[config.mk]
export PLATFORM = sky130hd
export DESIGN_NAME = eased_tween_channel
export DESIGN_NICKNAME = d
export VERILOG_FILES = /design/src/sv/etween_pkg.sv /design/src/sv/eased_tween_channel.sv
export SDC_FILE = /design/constraint.sdc
export NUM_CORES = 2
export LEC_CHECK = 0
export BUFFER_PORTS_ARGS = -buffer_cell sky130_fd_sc_hd__buf_2
export CELL_PAD_IN_SITES_DETAIL_PLACEMENT = 0
export CELL_PAD_IN_SITES_GLOBAL_PLACEMENT = 1
export CORE_ASPECT_RATIO = 1.1
export CORE_MARGIN = 4
export CORE_UTILIZATION = 35
export CTS_BUF_LIST = sky130_fd_sc_hd__clkbuf_8 sky130_fd_sc_hd__clkbuf_16
export DETAILED_ROUTE_END_ITERATION = 7
export PLACE_DENSITY_LB_ADDON = 0.12
export REMOVE_ABC_BUFFERS = 1
export SETUP_SLACK_MARGIN = 0.4
export SLEW_MARGIN = 20
export SYNTH_ARGS = -nofsm -noshare
export SYNTH_HDL_FRONTEND = slang
export SYNTH_SLANG_ARGS = --single-unit
[constraint.sdc]
create_clock -name clock -period 16.5 [get_ports clock]
set_input_delay 3.3 -clock clock [delete_from_list [all_inputs] [get_ports clock]]
set_output_delay 3.3 -clock clock [all_outputs]
set_load 0.05 [all_outputs]
[src/sv/etween_pkg.sv]
// Shared types and codes for the eased tween channel.
`timescale 1ns / 1ps
`default_nettype none

package etween_pkg;

   localparam int TIME_WIDTH_DEF = 32;
   localparam int FRAC_BITS_DEF  = 16;

   localparam int CSR_DATA_W  = 64;
   localparam int CSR_INDEX_W = 3;

   localparam logic [31:0] LC_MAX = 32'hFFFF_FFFF;

   typedef enum logic [2:0] {
      CSR_DELAY    = 3'd0,
      CSR_DURATION = 3'd1,
      CSR_REPEAT   = 3'd2,
      CSR_FOREVER  = 3'd3,
      CSR_STYLE    = 3'd4,
      CSR_EASING   = 3'd5,
      CSR_START    = 3'd6,
      CSR_END      = 3'd7
   } csr_index_type;

   typedef enum logic [2:0] {
      REQ_TICK    = 3'd0,
      REQ_PAUSE   = 3'd1,
      REQ_RESUME  = 3'd2,
      REQ_RESTART = 3'd3,
      REQ_CANCEL  = 3'd4
   } req_code_type;

   typedef enum logic [1:0] {
      CAUSE_EXPLICIT    = 2'd0,
      CAUSE_REPLACED    = 2'd1,
      CAUSE_INVALIDATED = 2'd2,
      CAUSE_REJECTED    = 2'd3
   } cause_type;

   typedef enum logic [1:0] {
      STAT_OK       = 2'd0,
      STAT_INVALID  = 2'd1,
      STAT_OVERFLOW = 2'd2
   } status_type;

   typedef enum logic [1:0] {
      PLAY_PLAYING   = 2'd0,
      PLAY_PAUSED    = 2'd1,
      PLAY_COMPLETED = 2'd2,
      PLAY_CANCELLED = 2'd3
   } play_type;

   typedef enum logic [2:0] {
      EASE_LINEAR       = 3'd0,
      EASE_IN_QUAD      = 3'd1,
      EASE_OUT_QUAD     = 3'd2,
      EASE_INOUT_QUAD   = 3'd3,
      EASE_IN_CUBIC     = 3'd4,
      EASE_OUT_CUBIC    = 3'd5,
      EASE_INOUT_CUBIC  = 3'd6
   } ease_type;

   typedef enum logic [3:0] {
      PH_IDLE   = 4'd0,
      PH_DIV_LT = 4'd1,
      PH_DIV_D  = 4'd2,
      PH_CROSS  = 4'd3,
      PH_DECIDE = 4'd4,
      PH_FRAC   = 4'd5,
      PH_SQUARE = 4'd6,
      PH_CUBE   = 4'd7,
      PH_INTERP = 4'd8,
      PH_FIN    = 4'd9
   } phase_type;

endpackage

`default_nettype wire

[src/sv/eased_tween_channel.sv]
// Eased tween channel: delay, looping, easing and interpolation of four Q8.8 values.
// Pause, resume, restart, cancel and ticks that stay in the delay answer without the dividers.
// A tick that moves the loop uses two bit-serial divides, one bit-serial fraction divide
// and a bit-serial multiplier used for easing and the four components.
// One request at a time; a new request is taken while the last response waits.
// Synchronous reset restores config, channel state, phase, status and rsp_valid only.
`timescale 1ns / 1ps
`default_nettype none

module eased_tween_channel
   import etween_pkg::*;
#(
   parameter int TIME_WIDTH = TIME_WIDTH_DEF,
   parameter int FRAC_BITS  = FRAC_BITS_DEF
) (
   input  wire logic                   clock,
   input  wire logic                   reset,
   input  wire logic                   req_valid,
   output logic                        req_stall,
   input  wire logic [2:0]             req_type,
   input  wire logic [31:0]            req_delta_ticks,
   input  wire logic [1:0]             req_cancel_cause,
   output logic                        rsp_valid,
   input  wire logic                   rsp_stall,
   output logic [1:0]                  rsp_status,
   output logic [1:0]                  rsp_play_state,
   output logic [31:0]                 rsp_loop_number,
   output logic [31:0]                 rsp_loop_position,
   output logic                        rsp_going_back,
   output logic signed [15:0]          rsp_value_x,
   output logic signed [15:0]          rsp_value_y,
   output logic signed [15:0]          rsp_value_z,
   output logic signed [15:0]          rsp_value_w,
   output logic [2:0]                  rsp_stop_cause,
   input  wire logic                   csr_write,
   input  wire logic [CSR_INDEX_W-1:0] csr_index,
   input  wire logic [CSR_DATA_W-1:0]  csr_wdata
);

   localparam int TW  = TIME_WIDTH;
   localparam int F   = FRAC_BITS;
   localparam int QW  = (TW > F) ? TW : F;
   localparam int AW  = (F + 2 > 17) ? F + 2 : 17;
   localparam int BW  = F + 1;
   localparam int PW  = AW + BW;
   localparam int CW  = $clog2(QW + 1);
   localparam int MCW = $clog2(BW + 1);
   localparam int XW  = (TW + 1 > 33) ? TW + 1 : 33;
   localparam logic [BW-1:0] QONE = {1'b1, {F{1'b0}}};

   // configuration
   logic [31:0] delay_ticks_ff, delay_ticks_in;
   logic [31:0] duration_ff, duration_in;
   logic [15:0] repeat_ff, repeat_in;
   logic        forever_ff, forever_in;
   logic        style_ff, style_in;
   logic [2:0]  easing_ff, easing_in;
   logic [63:0] start_ff, start_in;
   logic [63:0] end_ff, end_in;

   // channel state
   play_type    playback_ff, playback_in;
   logic [TW-1:0] delay_spent_ff, delay_spent_in;
   logic [TW-1:0] loop_time_ff, loop_time_in;
   logic [31:0] loop_count_ff, loop_count_in;
   logic        reverse_ff, reverse_in;
   logic [63:0] cur_value_ff, cur_value_in;
   logic [2:0]  cancel_rec_ff, cancel_rec_in;

   // work registers
   phase_type   phase_ff, phase_in;
   status_type  status_ff, status_in;
   logic [TW-1:0] spent_ff, spent_in;
   logic [TW-1:0] d_ff, d_in;
   logic [TW-1:0] q0_ff, q0_in;
   logic [TW-1:0] lt_ff, lt_in;
   logic [QW-1:0] quo_ff, quo_in;
   logic [TW-1:0] rem_ff, rem_in;
   logic [CW-1:0] cnt_ff, cnt_in;
   logic [TW:0]   crossed_ff, crossed_in;
   logic [TW-1:0] newrem_ff, newrem_in;
   logic [F-1:0]  t_ff, t_in;
   logic [BW-1:0] base_ff, base_in;
   logic [BW-1:0] e_ff, e_in;
   logic signed [AW-1:0] mul_a_ff, mul_a_in;
   logic [BW-1:0] mul_b_ff, mul_b_in;
   logic signed [PW-1:0] acc_ff, acc_in;
   logic [MCW-1:0] mcnt_ff, mcnt_in;
   logic [1:0]  comp_ff, comp_in;
   logic [63:0] newval_ff, newval_in;

   // response
   logic        rsp_valid_ff, rsp_valid_in;
   logic [1:0]  rsp_status_ff, rsp_status_in;
   logic [1:0]  rsp_play_ff, rsp_play_in;
   logic [31:0] rsp_lnum_ff, rsp_lnum_in;
   logic [31:0] rsp_lpos_ff, rsp_lpos_in;
   logic        rsp_back_ff, rsp_back_in;
   logic [63:0] rsp_val_ff, rsp_val_in;
   logic [2:0]  rsp_cause_ff, rsp_cause_in;

   // combinational helpers
   logic [TW-1:0] dur_w;
   logic [TW:0]   div_sh;
   logic          div_ge;
   logic [TW-1:0] div_rem_nx;
   logic [QW-1:0] div_quo_nx;
   logic          div_last;
   logic          frac_last;
   logic signed [PW-1:0] acc_nx;
   logic          mul_last;
   logic [F-1:0]  t_nx;
   logic [BW-1:0] u_nx;
   logic [BW-1:0] x_nx;
   logic [BW-1:0] p_f, p_fm1, p_f1;
   logic [BW-1:0] e_fin;
   logic [1:0]    ld_k;
   logic [63:0]   from_val, to_val;
   logic [15:0]   ld_from, ld_to, cur_from, new16;
   logic signed [16:0] ld_diff;
   logic          req_acc;
   logic [TW-1:0] d_req, dly_w, left_w;
   logic [32:0]   fin_left;
   logic [31:0]   lc_new;
   logic [TW-1:0] gap_w;
   logic          carry_w;

   assign req_acc = req_valid && !req_stall;
   assign req_stall = (phase_ff != PH_IDLE);

   assign dur_w = (TW'(duration_ff) == '0) ? TW'(1) : TW'(duration_ff);

   // restoring divider step, dividend bits shift out of the quotient register
   assign div_sh     = {rem_ff, quo_ff[QW-1]};
   assign div_ge     = (div_sh >= {1'b0, dur_w});
   assign div_rem_nx = div_ge ? TW'(div_sh - {1'b0, dur_w}) : div_sh[TW-1:0];
   assign div_quo_nx = {quo_ff[QW-2:0], div_ge};
   assign div_last   = (cnt_ff == CW'(TW - 1));
   assign frac_last  = (cnt_ff == CW'(F - 1));

   // shift-add multiplier, multiplier bits MSB first
   assign acc_nx   = (acc_ff <<< 1) +
                     (mul_b_ff[BW-1] ? PW'(mul_a_ff) : PW'(0));
   assign mul_last = (mcnt_ff == MCW'(BW - 1));

   assign t_nx = div_quo_nx[F-1:0];
   assign u_nx = QONE - {1'b0, t_nx};
   assign x_nx = BW'({u_nx, 1'b0});

   assign p_f   = acc_nx[F +: BW];
   assign p_fm1 = acc_nx[F-1 +: BW];
   assign p_f1  = acc_nx[F+1 +: BW];

   always_comb begin
      unique case (ease_type'(easing_ff))
         EASE_IN_QUAD:     e_fin = p_f;
         EASE_OUT_QUAD:    e_fin = QONE - p_f;
         EASE_INOUT_QUAD:  e_fin = t_ff[F-1] ? QONE - p_f1 : p_fm1;
         EASE_IN_CUBIC:    e_fin = p_f;
         EASE_OUT_CUBIC:   e_fin = QONE - p_f;
         EASE_INOUT_CUBIC: e_fin = t_ff[F-1] ? QONE - p_f1 : BW'(p_f << 2);
         default:          e_fin = p_f;
      endcase
   end

   assign from_val = reverse_ff ? end_ff : start_ff;
   assign to_val   = reverse_ff ? start_ff : end_ff;
   assign ld_k     = (phase_ff == PH_INTERP) ? comp_ff + 2'd1 : 2'd0;
   assign ld_from  = from_val[{ld_k, 4'b0000} +: 16];
   assign ld_to    = to_val[{ld_k, 4'b0000} +: 16];
   assign ld_diff  = $signed({ld_to[15], ld_to}) - $signed({ld_from[15], ld_from});
   assign cur_from = from_val[{comp_ff, 4'b0000} +: 16];
   // floor of the product over ONE, low 16 bits are all the sum needs
   assign new16    = cur_from + acc_nx[F +: 16];

   assign d_req  = TW'(req_delta_ticks);
   assign dly_w  = TW'(delay_ticks_ff);
   assign left_w = dly_w - delay_spent_ff;

   assign fin_left = (loop_count_ff <= 32'(repeat_ff)) ?
                     (33'(repeat_ff) + 33'd1 - 33'(loop_count_ff)) : 33'd0;
   assign lc_new   = loop_count_ff + 32'(crossed_ff);

   assign gap_w   = dur_w - rem_ff;
   assign carry_w = (lt_ff >= gap_w);

   always_comb begin
      delay_ticks_in = delay_ticks_ff;
      duration_in    = duration_ff;
      repeat_in      = repeat_ff;
      forever_in     = forever_ff;
      style_in       = style_ff;
      easing_in      = easing_ff;
      start_in       = start_ff;
      end_in         = end_ff;

      playback_in    = playback_ff;
      delay_spent_in = delay_spent_ff;
      loop_time_in   = loop_time_ff;
      loop_count_in  = loop_count_ff;
      reverse_in     = reverse_ff;
      cur_value_in   = cur_value_ff;
      cancel_rec_in  = cancel_rec_ff;

      phase_in   = phase_ff;
      status_in  = status_ff;
      spent_in   = spent_ff;
      d_in       = d_ff;
      q0_in      = q0_ff;
      lt_in      = lt_ff;
      quo_in     = quo_ff;
      rem_in     = rem_ff;
      cnt_in     = cnt_ff;
      crossed_in = crossed_ff;
      newrem_in  = newrem_ff;
      t_in       = t_ff;
      base_in    = base_ff;
      e_in       = e_ff;
      mul_a_in   = mul_a_ff;
      mul_b_in   = mul_b_ff;
      acc_in     = acc_ff;
      mcnt_in    = mcnt_ff;
      comp_in    = comp_ff;
      newval_in  = newval_ff;

      rsp_valid_in  = rsp_valid_ff && rsp_stall;
      rsp_status_in = rsp_status_ff;
      rsp_play_in   = rsp_play_ff;
      rsp_lnum_in   = rsp_lnum_ff;
      rsp_lpos_in   = rsp_lpos_ff;
      rsp_back_in   = rsp_back_ff;
      rsp_val_in    = rsp_val_ff;
      rsp_cause_in  = rsp_cause_ff;

      if (csr_write) begin
         unique case (csr_index_type'(csr_index))
            CSR_DELAY:    delay_ticks_in = csr_wdata[31:0];
            CSR_DURATION: duration_in    = csr_wdata[31:0];
            CSR_REPEAT:   repeat_in      = csr_wdata[15:0];
            CSR_FOREVER:  forever_in     = csr_wdata[0];
            CSR_STYLE:    style_in       = csr_wdata[0];
            CSR_EASING:   easing_in      = csr_wdata[2:0];
            CSR_START:    start_in       = csr_wdata;
            CSR_END:      end_in         = csr_wdata;
         endcase
      end

      unique case (phase_ff)
         PH_IDLE: begin
            if (req_acc) begin
               status_in = STAT_OK;
               phase_in  = PH_FIN;
               case (req_code_type'(req_type))
                  REQ_TICK: begin
                     if (playback_ff == PLAY_PLAYING) begin
                        if (delay_spent_ff < dly_w && d_req <= left_w) begin
                           delay_spent_in = delay_spent_ff + d_req;
                        end else begin
                           if (delay_spent_ff < dly_w) begin
                              spent_in = dly_w;
                              d_in     = d_req - left_w;
                           end else begin
                              spent_in = delay_spent_ff;
                              d_in     = d_req;
                           end
                           if (delay_spent_ff >= dly_w && d_req == '0) begin
                              delay_spent_in = delay_spent_ff;
                           end else begin
                              rem_in   = '0;
                              quo_in   = QW'(loop_time_ff) << (QW - TW);
                              cnt_in   = '0;
                              phase_in = PH_DIV_LT;
                           end
                        end
                     end
                  end
                  REQ_PAUSE: begin
                     if (playback_ff == PLAY_PLAYING) playback_in = PLAY_PAUSED;
                     else status_in = STAT_INVALID;
                  end
                  REQ_RESUME: begin
                     if (playback_ff == PLAY_PAUSED) playback_in = PLAY_PLAYING;
                     else status_in = STAT_INVALID;
                  end
                  REQ_RESTART: begin
                     playback_in    = PLAY_PLAYING;
                     delay_spent_in = '0;
                     loop_time_in   = '0;
                     loop_count_in  = '0;
                     reverse_in     = 1'b0;
                     cur_value_in   = start_ff;
                     cancel_rec_in  = '0;
                  end
                  REQ_CANCEL: begin
                     if (playback_ff == PLAY_CANCELLED ||
                         (playback_ff == PLAY_COMPLETED &&
                          (cause_type'(req_cancel_cause) == CAUSE_EXPLICIT ||
                           cause_type'(req_cancel_cause) == CAUSE_REPLACED))) begin
                        status_in = STAT_INVALID;
                     end else begin
                        playback_in   = PLAY_CANCELLED;
                        cancel_rec_in = 3'({1'b0, req_cancel_cause}) + 3'd1;
                     end
                  end
                  default: ;
               endcase
            end
         end

         PH_DIV_LT: begin
            rem_in = div_rem_nx;
            quo_in = div_quo_nx;
            cnt_in = cnt_ff + CW'(1);
            if (div_last) begin
               q0_in    = div_quo_nx[TW-1:0];
               lt_in    = div_rem_nx;
               rem_in   = '0;
               quo_in   = QW'(d_ff) << (QW - TW);
               cnt_in   = '0;
               phase_in = PH_DIV_D;
            end
         end

         PH_DIV_D: begin
            rem_in = div_rem_nx;
            quo_in = div_quo_nx;
            cnt_in = cnt_ff + CW'(1);
            if (div_last) phase_in = PH_CROSS;
         end

         PH_CROSS: begin
            // quotient and remainder of delta now sit in quo_ff and rem_ff
            newrem_in  = carry_w ? lt_ff - gap_w : lt_ff + rem_ff;
            crossed_in = (TW+1)'(q0_ff) + (TW+1)'(quo_ff[TW-1:0]) + (TW+1)'(carry_w);
            phase_in   = PH_DECIDE;
         end

         PH_DECIDE: begin
            if (!forever_ff && XW'(crossed_ff) >= XW'(fin_left)) begin
               delay_spent_in = spent_ff;
               loop_count_in  = 32'(repeat_ff);
               reverse_in     = style_ff && repeat_ff[0];
               loop_time_in   = dur_w;
               cur_value_in   = (style_ff && repeat_ff[0]) ? start_ff : end_ff;
               playback_in    = PLAY_COMPLETED;
               cancel_rec_in  = '0;
               phase_in       = PH_FIN;
            end else if (XW'(crossed_ff) > XW'(LC_MAX - loop_count_ff)) begin
               status_in = STAT_OVERFLOW;
               phase_in  = PH_FIN;
            end else begin
               delay_spent_in = spent_ff;
               loop_count_in  = lc_new;
               loop_time_in   = newrem_ff;
               reverse_in     = style_ff && lc_new[0];
               rem_in         = newrem_ff;
               quo_in         = '0;
               cnt_in         = '0;
               phase_in       = PH_FRAC;
            end
         end

         PH_FRAC: begin
            rem_in = div_rem_nx;
            quo_in = div_quo_nx;
            cnt_in = cnt_ff + CW'(1);
            if (frac_last) begin
               t_in    = t_nx;
               acc_in  = '0;
               mcnt_in = '0;
               unique case (ease_type'(easing_ff))
                  EASE_OUT_QUAD, EASE_OUT_CUBIC: base_in = u_nx;
                  EASE_INOUT_QUAD, EASE_INOUT_CUBIC:
                     base_in = t_nx[F-1] ? x_nx : {1'b0, t_nx};
                  default: base_in = {1'b0, t_nx};
               endcase
               if (ease_type'(easing_ff) == EASE_LINEAR || easing_ff == 3'd7) begin
                  e_in     = {1'b0, t_nx};
                  mul_a_in = AW'(ld_diff);
                  mul_b_in = {1'b0, t_nx};
                  comp_in  = '0;
                  phase_in = PH_INTERP;
               end else begin
                  unique case (ease_type'(easing_ff))
                     EASE_OUT_QUAD, EASE_OUT_CUBIC: begin
                        mul_a_in = AW'(u_nx);
                        mul_b_in = u_nx;
                     end
                     EASE_INOUT_QUAD, EASE_INOUT_CUBIC: begin
                        mul_a_in = t_nx[F-1] ? AW'(x_nx) : AW'(t_nx);
                        mul_b_in = t_nx[F-1] ? x_nx : {1'b0, t_nx};
                     end
                     default: begin
                        mul_a_in = AW'(t_nx);
                        mul_b_in = {1'b0, t_nx};
                     end
                  endcase
                  phase_in = PH_SQUARE;
               end
            end
         end

         PH_SQUARE: begin
            acc_in   = acc_nx;
            mul_b_in = {mul_b_ff[BW-2:0], 1'b0};
            mcnt_in  = mcnt_ff + MCW'(1);
            if (mul_last) begin
               acc_in  = '0;
               mcnt_in = '0;
               if (ease_type'(easing_ff) == EASE_IN_CUBIC ||
                   ease_type'(easing_ff) == EASE_OUT_CUBIC ||
                   ease_type'(easing_ff) == EASE_INOUT_CUBIC) begin
                  mul_a_in = AW'(p_f);
                  mul_b_in = base_ff;
                  phase_in = PH_CUBE;
               end else begin
                  e_in     = e_fin;
                  mul_a_in = AW'(ld_diff);
                  mul_b_in = e_fin;
                  comp_in  = '0;
                  phase_in = PH_INTERP;
               end
            end
         end

         PH_CUBE: begin
            acc_in   = acc_nx;
            mul_b_in = {mul_b_ff[BW-2:0], 1'b0};
            mcnt_in  = mcnt_ff + MCW'(1);
            if (mul_last) begin
               acc_in   = '0;
               mcnt_in  = '0;
               e_in     = e_fin;
               mul_a_in = AW'(ld_diff);
               mul_b_in = e_fin;
               comp_in  = '0;
               phase_in = PH_INTERP;
            end
         end

         PH_INTERP: begin
            acc_in   = acc_nx;
            mul_b_in = {mul_b_ff[BW-2:0], 1'b0};
            mcnt_in  = mcnt_ff + MCW'(1);
            if (mul_last) begin
               newval_in = {new16, newval_ff[63:16]};
               acc_in    = '0;
               mcnt_in   = '0;
               if (comp_ff == 2'd3) begin
                  cur_value_in = {new16, newval_ff[63:16]};
                  phase_in     = PH_FIN;
               end else begin
                  mul_a_in = AW'(ld_diff);
                  mul_b_in = e_ff;
                  comp_in  = comp_ff + 2'd1;
               end
            end
         end

         PH_FIN: begin
            if (!rsp_valid_ff || !rsp_stall) begin
               rsp_valid_in  = 1'b1;
               rsp_status_in = status_ff;
               rsp_play_in   = playback_ff;
               rsp_lnum_in   = loop_count_ff;
               rsp_lpos_in   = 32'(loop_time_ff);
               rsp_back_in   = reverse_ff;
               rsp_val_in    = cur_value_ff;
               rsp_cause_in  = cancel_rec_ff;
               phase_in      = PH_IDLE;
            end
         end

         default: phase_in = PH_IDLE;
      endcase
   end

   always_ff @(posedge clock) begin
      if (reset) begin
         delay_ticks_ff <= '0;
         duration_ff    <= 32'd1;
         repeat_ff      <= '0;
         forever_ff     <= 1'b0;
         style_ff       <= 1'b0;
         easing_ff      <= EASE_LINEAR;
         start_ff       <= '0;
         end_ff         <= '0;
         playback_ff    <= PLAY_PLAYING;
         delay_spent_ff <= '0;
         loop_time_ff   <= '0;
         loop_count_ff  <= '0;
         reverse_ff     <= 1'b0;
         cur_value_ff   <= '0;
         cancel_rec_ff  <= '0;
         phase_ff       <= PH_IDLE;
         status_ff      <= STAT_OK;
         rsp_valid_ff   <= 1'b0;
      end else begin
         delay_ticks_ff <= delay_ticks_in;
         duration_ff    <= duration_in;
         repeat_ff      <= repeat_in;
         forever_ff     <= forever_in;
         style_ff       <= style_in;
         easing_ff      <= easing_in;
         start_ff       <= start_in;
         end_ff         <= end_in;
         playback_ff    <= playback_in;
         delay_spent_ff <= delay_spent_in;
         loop_time_ff   <= loop_time_in;
         loop_count_ff  <= loop_count_in;
         reverse_ff     <= reverse_in;
         cur_value_ff   <= cur_value_in;
         cancel_rec_ff  <= cancel_rec_in;
         phase_ff       <= phase_in;
         status_ff      <= status_in;
         rsp_valid_ff   <= rsp_valid_in;
      end
   end

   always_ff @(posedge clock) begin
      spent_ff     <= spent_in;
      d_ff         <= d_in;
      q0_ff        <= q0_in;
      lt_ff        <= lt_in;
      quo_ff       <= quo_in;
      rem_ff       <= rem_in;
      cnt_ff       <= cnt_in;
      crossed_ff   <= crossed_in;
      newrem_ff    <= newrem_in;
      t_ff         <= t_in;
      base_ff      <= base_in;
      e_ff         <= e_in;
      mul_a_ff     <= mul_a_in;
      mul_b_ff     <= mul_b_in;
      acc_ff       <= acc_in;
      mcnt_ff      <= mcnt_in;
      comp_ff      <= comp_in;
      newval_ff    <= newval_in;
      rsp_status_ff <= rsp_status_in;
      rsp_play_ff  <= rsp_play_in;
      rsp_lnum_ff  <= rsp_lnum_in;
      rsp_lpos_ff  <= rsp_lpos_in;
      rsp_back_ff  <= rsp_back_in;
      rsp_val_ff   <= rsp_val_in;
      rsp_cause_ff <= rsp_cause_in;
   end

   assign rsp_valid         = rsp_valid_ff;
   assign rsp_status        = rsp_status_ff;
   assign rsp_play_state    = rsp_play_ff;
   assign rsp_loop_number   = rsp_lnum_ff;
   assign rsp_loop_position = rsp_lpos_ff;
   assign rsp_going_back    = rsp_back_ff;
   assign rsp_value_x       = rsp_val_ff[15:0];
   assign rsp_value_y       = rsp_val_ff[31:16];
   assign rsp_value_z       = rsp_val_ff[47:32];
   assign rsp_value_w       = rsp_val_ff[63:48];
   assign rsp_stop_cause    = rsp_cause_ff;

endmodule

`default_nettype wire
==> qor.txt <==
worst-case reg-to-reg path depth -> 41
Synth warnings -> 0
mean area per synthesized cell -> 9.39 um2
RSZ-0062 raised after global routing -> no
Synth top area share -> 28.0%
fin. max-slew vios -> 0
GRT Overall Usage -> 24.9%
first-pass GRT wire length -> 332 mm
DIE WIDTH -> 402 um
Setup Skew -> 0.0430 ns
CTS tree -> built
Fillers -> 17000
leak pwr -> 25.9 nW
most frequent cells in the layout -> nand2_1, a21oi_1, edfxtp_1
Detailed Route WL -> 227 mm
Reg-to-Reg End -> crossed_ff[20]$_DFFE_PP_
area leader, netlist -> edfxtp_1
Top FF cell, synth -> edfxtp_1
final hold viol count -> 0
Worst-Skew Late Latency -> 0.78 ns
highest-delay cell along the critical path -> a221o_1
Worst setup EP type -> flip-flop
post-CTS sizing -> 0
Syn Inst Count -> 6366
initial antenna violation count -> 32
vias in the first global route -> 48200
clock root buffer -> clkbuf_16
Setup TNS -> 0 ns
Worst-path clk slew -> 0.06 ns
worst min path class -> reg2reg
wire per inst -> 25.7 um
# setup viols final -> 0
via count -> 50400
layout cell share with drive strength beyond 1 -> 11.7%
total CTS buffers -> 111
Iter 0 DRT Violations -> 4554
Max rail drop VDD -> 101 uV
final antenna-violating net count -> 0
Startpoint Class -> flip-flop
die area -> 0.177 mm2
main area contributors after synthesis -> edfxtp_1, dfxtp_1, ha_1
flops & latches, synth -> 943
PortBufs -> 246
Critical path origin -> duration_ff[18]$_SDFFE_PP0P_
critical path data required time -> 16.99 ns
EDFF count, synth -> 557
Worst Setup EP -> crossed_ff[20]$_DFFE_PP_
H-tree depth -> 3
Tmin final -> 9.87 ns
Rows -> 158
fmax -> 101 MHz
Die Height -> 441 um
synth-to-layout area growth -> 12.5%
Worst Path Max Fanout -> 6
Finished Core Util -> 39.7%
Max-slew headroom -> 24.4%
Post-route DRC -> 0
count of cell types in the netlist -> 127
nets@finish -> 7044
post-DR vias/cell -> 5.71
pwr dens -> 188 mW/mm2
R2R Setup Slk -> 6.63 ns
Worst Setup Path Type -> reg2reg
asr flop ratio synth -> 0%
Placer Congestion -> 0.908
DP HPWL -> 167 mm
CORE AREA -> 0.169 mm2
DR pass1 iterations -> 8
Ports -> 247
# hold bufs at CTS -> 0
Final period util -> 59.8%
hold depth -> 0
CTS sink cnt -> 943
Starting Density -> 35.3%
Post-CTS Setup Inserts -> 0
reg2reg start -> duration_ff[18]$_SDFFE_PP0P_
commonest non-fill, non-tap cell in the layout -> nand2_1
Post-Syn Area -> 0.0598 mm2
CP Data Arrival Time -> 10.37 ns
Worst path max stage delay -> 0.45 ns
clk buf depth -> 3
grt ovf -> 0
largest net degree at the start of global routing -> 95
max_cap viols -> 0
status -> completed
Worst Max-Slew Pin Slew -> 1.10 ns
Seq/Total Area, Yosys -> 40.9%
==> cells in the mapped netlist, drive strengths merged (39+ instances only) <==
master  count
nand2     864
a21oi     621
edfxtp    557
nor2      447
ha        440
dfxtp     386
o21ai     316
clkbuf    304
inv       283
a21o      199
xnor2     197
nor3      142
xor2      141
a22oi     114
mux2i      85
nand3      85
a211oi     75
a311oi     66
mux4       66
nor2b      57
a31oi      56
o21a       56
nand2b     54
nand4      54
and2       46
mux2       46
a221oi     40
o21bai     40
or3        40
o31ai      39
==> critical path: cells and delay by family, from the launching register on <==
kind / cells / cell delay [ns]
adders and majority gates: 4 / 1.35
xor gates and xnor gates: 2 / 0.33
DFF: 1 / 0.42
buffers and inverters: 4 / 0.50
AOI/OAI and AO/OA: 26 / 5.94
and+or+nand+nor: 5 / 1.04
==> flip-flops by register name (all words and copies together), names as in the netlist, 33 cells and up <==
signal	count
acc_ff	33
crossed_ff	33
cur_value_ff	64
end_ff	64
newval_ff	48
rsp_val_ff	64
start_ff	64
==> per-layer routing <==
| layer | vias up | wire length (um) | track usage (%) |
|---|---|---|---|
| met2 | 1602 | 103000 | 39.7 |
| met5 | - | 10 | 0 |
| met3 | 276 | 13500 | 3.20 |
| met4 | 2 | 6620 | 7.67 |
| li1 | 23800 | - | - |
| met1 | 24800 | 104000 | 35.2 |
==> area by class of cell <==
| cell class | instances | area, um2 | area share, % |
|---|---|---|---|
| Antenna cell | 10 | 25.0 | 0.0372 |
| Clock buffer | 119 | 2920 | 4.35 |
| Clock inverter | 90 | 930 | 1.38 |
| Inverter | 285 | 1090 | 1.62 |
| Multi-Input combinational cell | 4802 | 33100 | 49.2 |
| Sequential cell | 943 | 24500 | 36.4 |
| Tap cell | 2240 | 2800 | 4.17 |
| Timing Repair Buffer | 339 | 1940 | 2.89 |
==> worst min path at each step <==
stage                                  startpoint                     endpoint  slack, ns
floorplan           cur_value_ff[56]$_SDFFE_PP0P_     rsp_val_ff[56]$_DFFE_PP_       0.40
global placement    cur_value_ff[36]$_SDFFE_PP0P_     rsp_val_ff[36]$_DFFE_PP_       0.42
detailed placement  cur_value_ff[35]$_SDFFE_PP0P_     rsp_val_ff[35]$_DFFE_PP_       0.41
CTS                 cur_value_ff[35]$_SDFFE_PP0P_     rsp_val_ff[35]$_DFFE_PP_       0.43
global route        cur_value_ff[50]$_SDFFE_PP0P_     rsp_val_ff[50]$_DFFE_PP_       0.43
finish              cancel_rec_ff[2]$_SDFFE_PP0P_  rsp_stop_cause[2]$_DFFE_PP_       0.43
==> logic make-up (layout without fill, tap and decap cells) <==
logic type	after synthesis	in the layout	synth area share, %
buffers and inverters	621	833	4.13
other	0	10	0
AND/OR/NAND/NOR	1916	1916	14.5
flip-flops	943	943	40.9
multiplexers	197	197	4.78
AO/OA/AOI/OAI	1898	1898	21.0
adder cells (fa/ha/maj)	453	453	9.65
XOR/XNOR	338	338	5.01
==> per-stage QoR <==
stage	cell area, um2	hold WS [ns]	power, mW	worst slack (ns)	instances
finish	67200	0.429	12.6	6.63	8828
global route	67200	0.435	13.4	6.07	8819
CTS	67200	0.428	12.7	6.66	8818
detailed placement	63400	0.414	9.98	6.70	8609
global placement	63400	0.416	9.97	6.80	8609
floorplan	58400	0.403	7.87	3.86	6030
==> power breakdown <==
group          leakage (nW)  switching, mW  internal (mW)
Sequential             8.26          0.343           3.10
Clock                  1.96           1.12           1.51
Combinational          15.7           4.20           2.36
(Power assumes the default switching activity.)
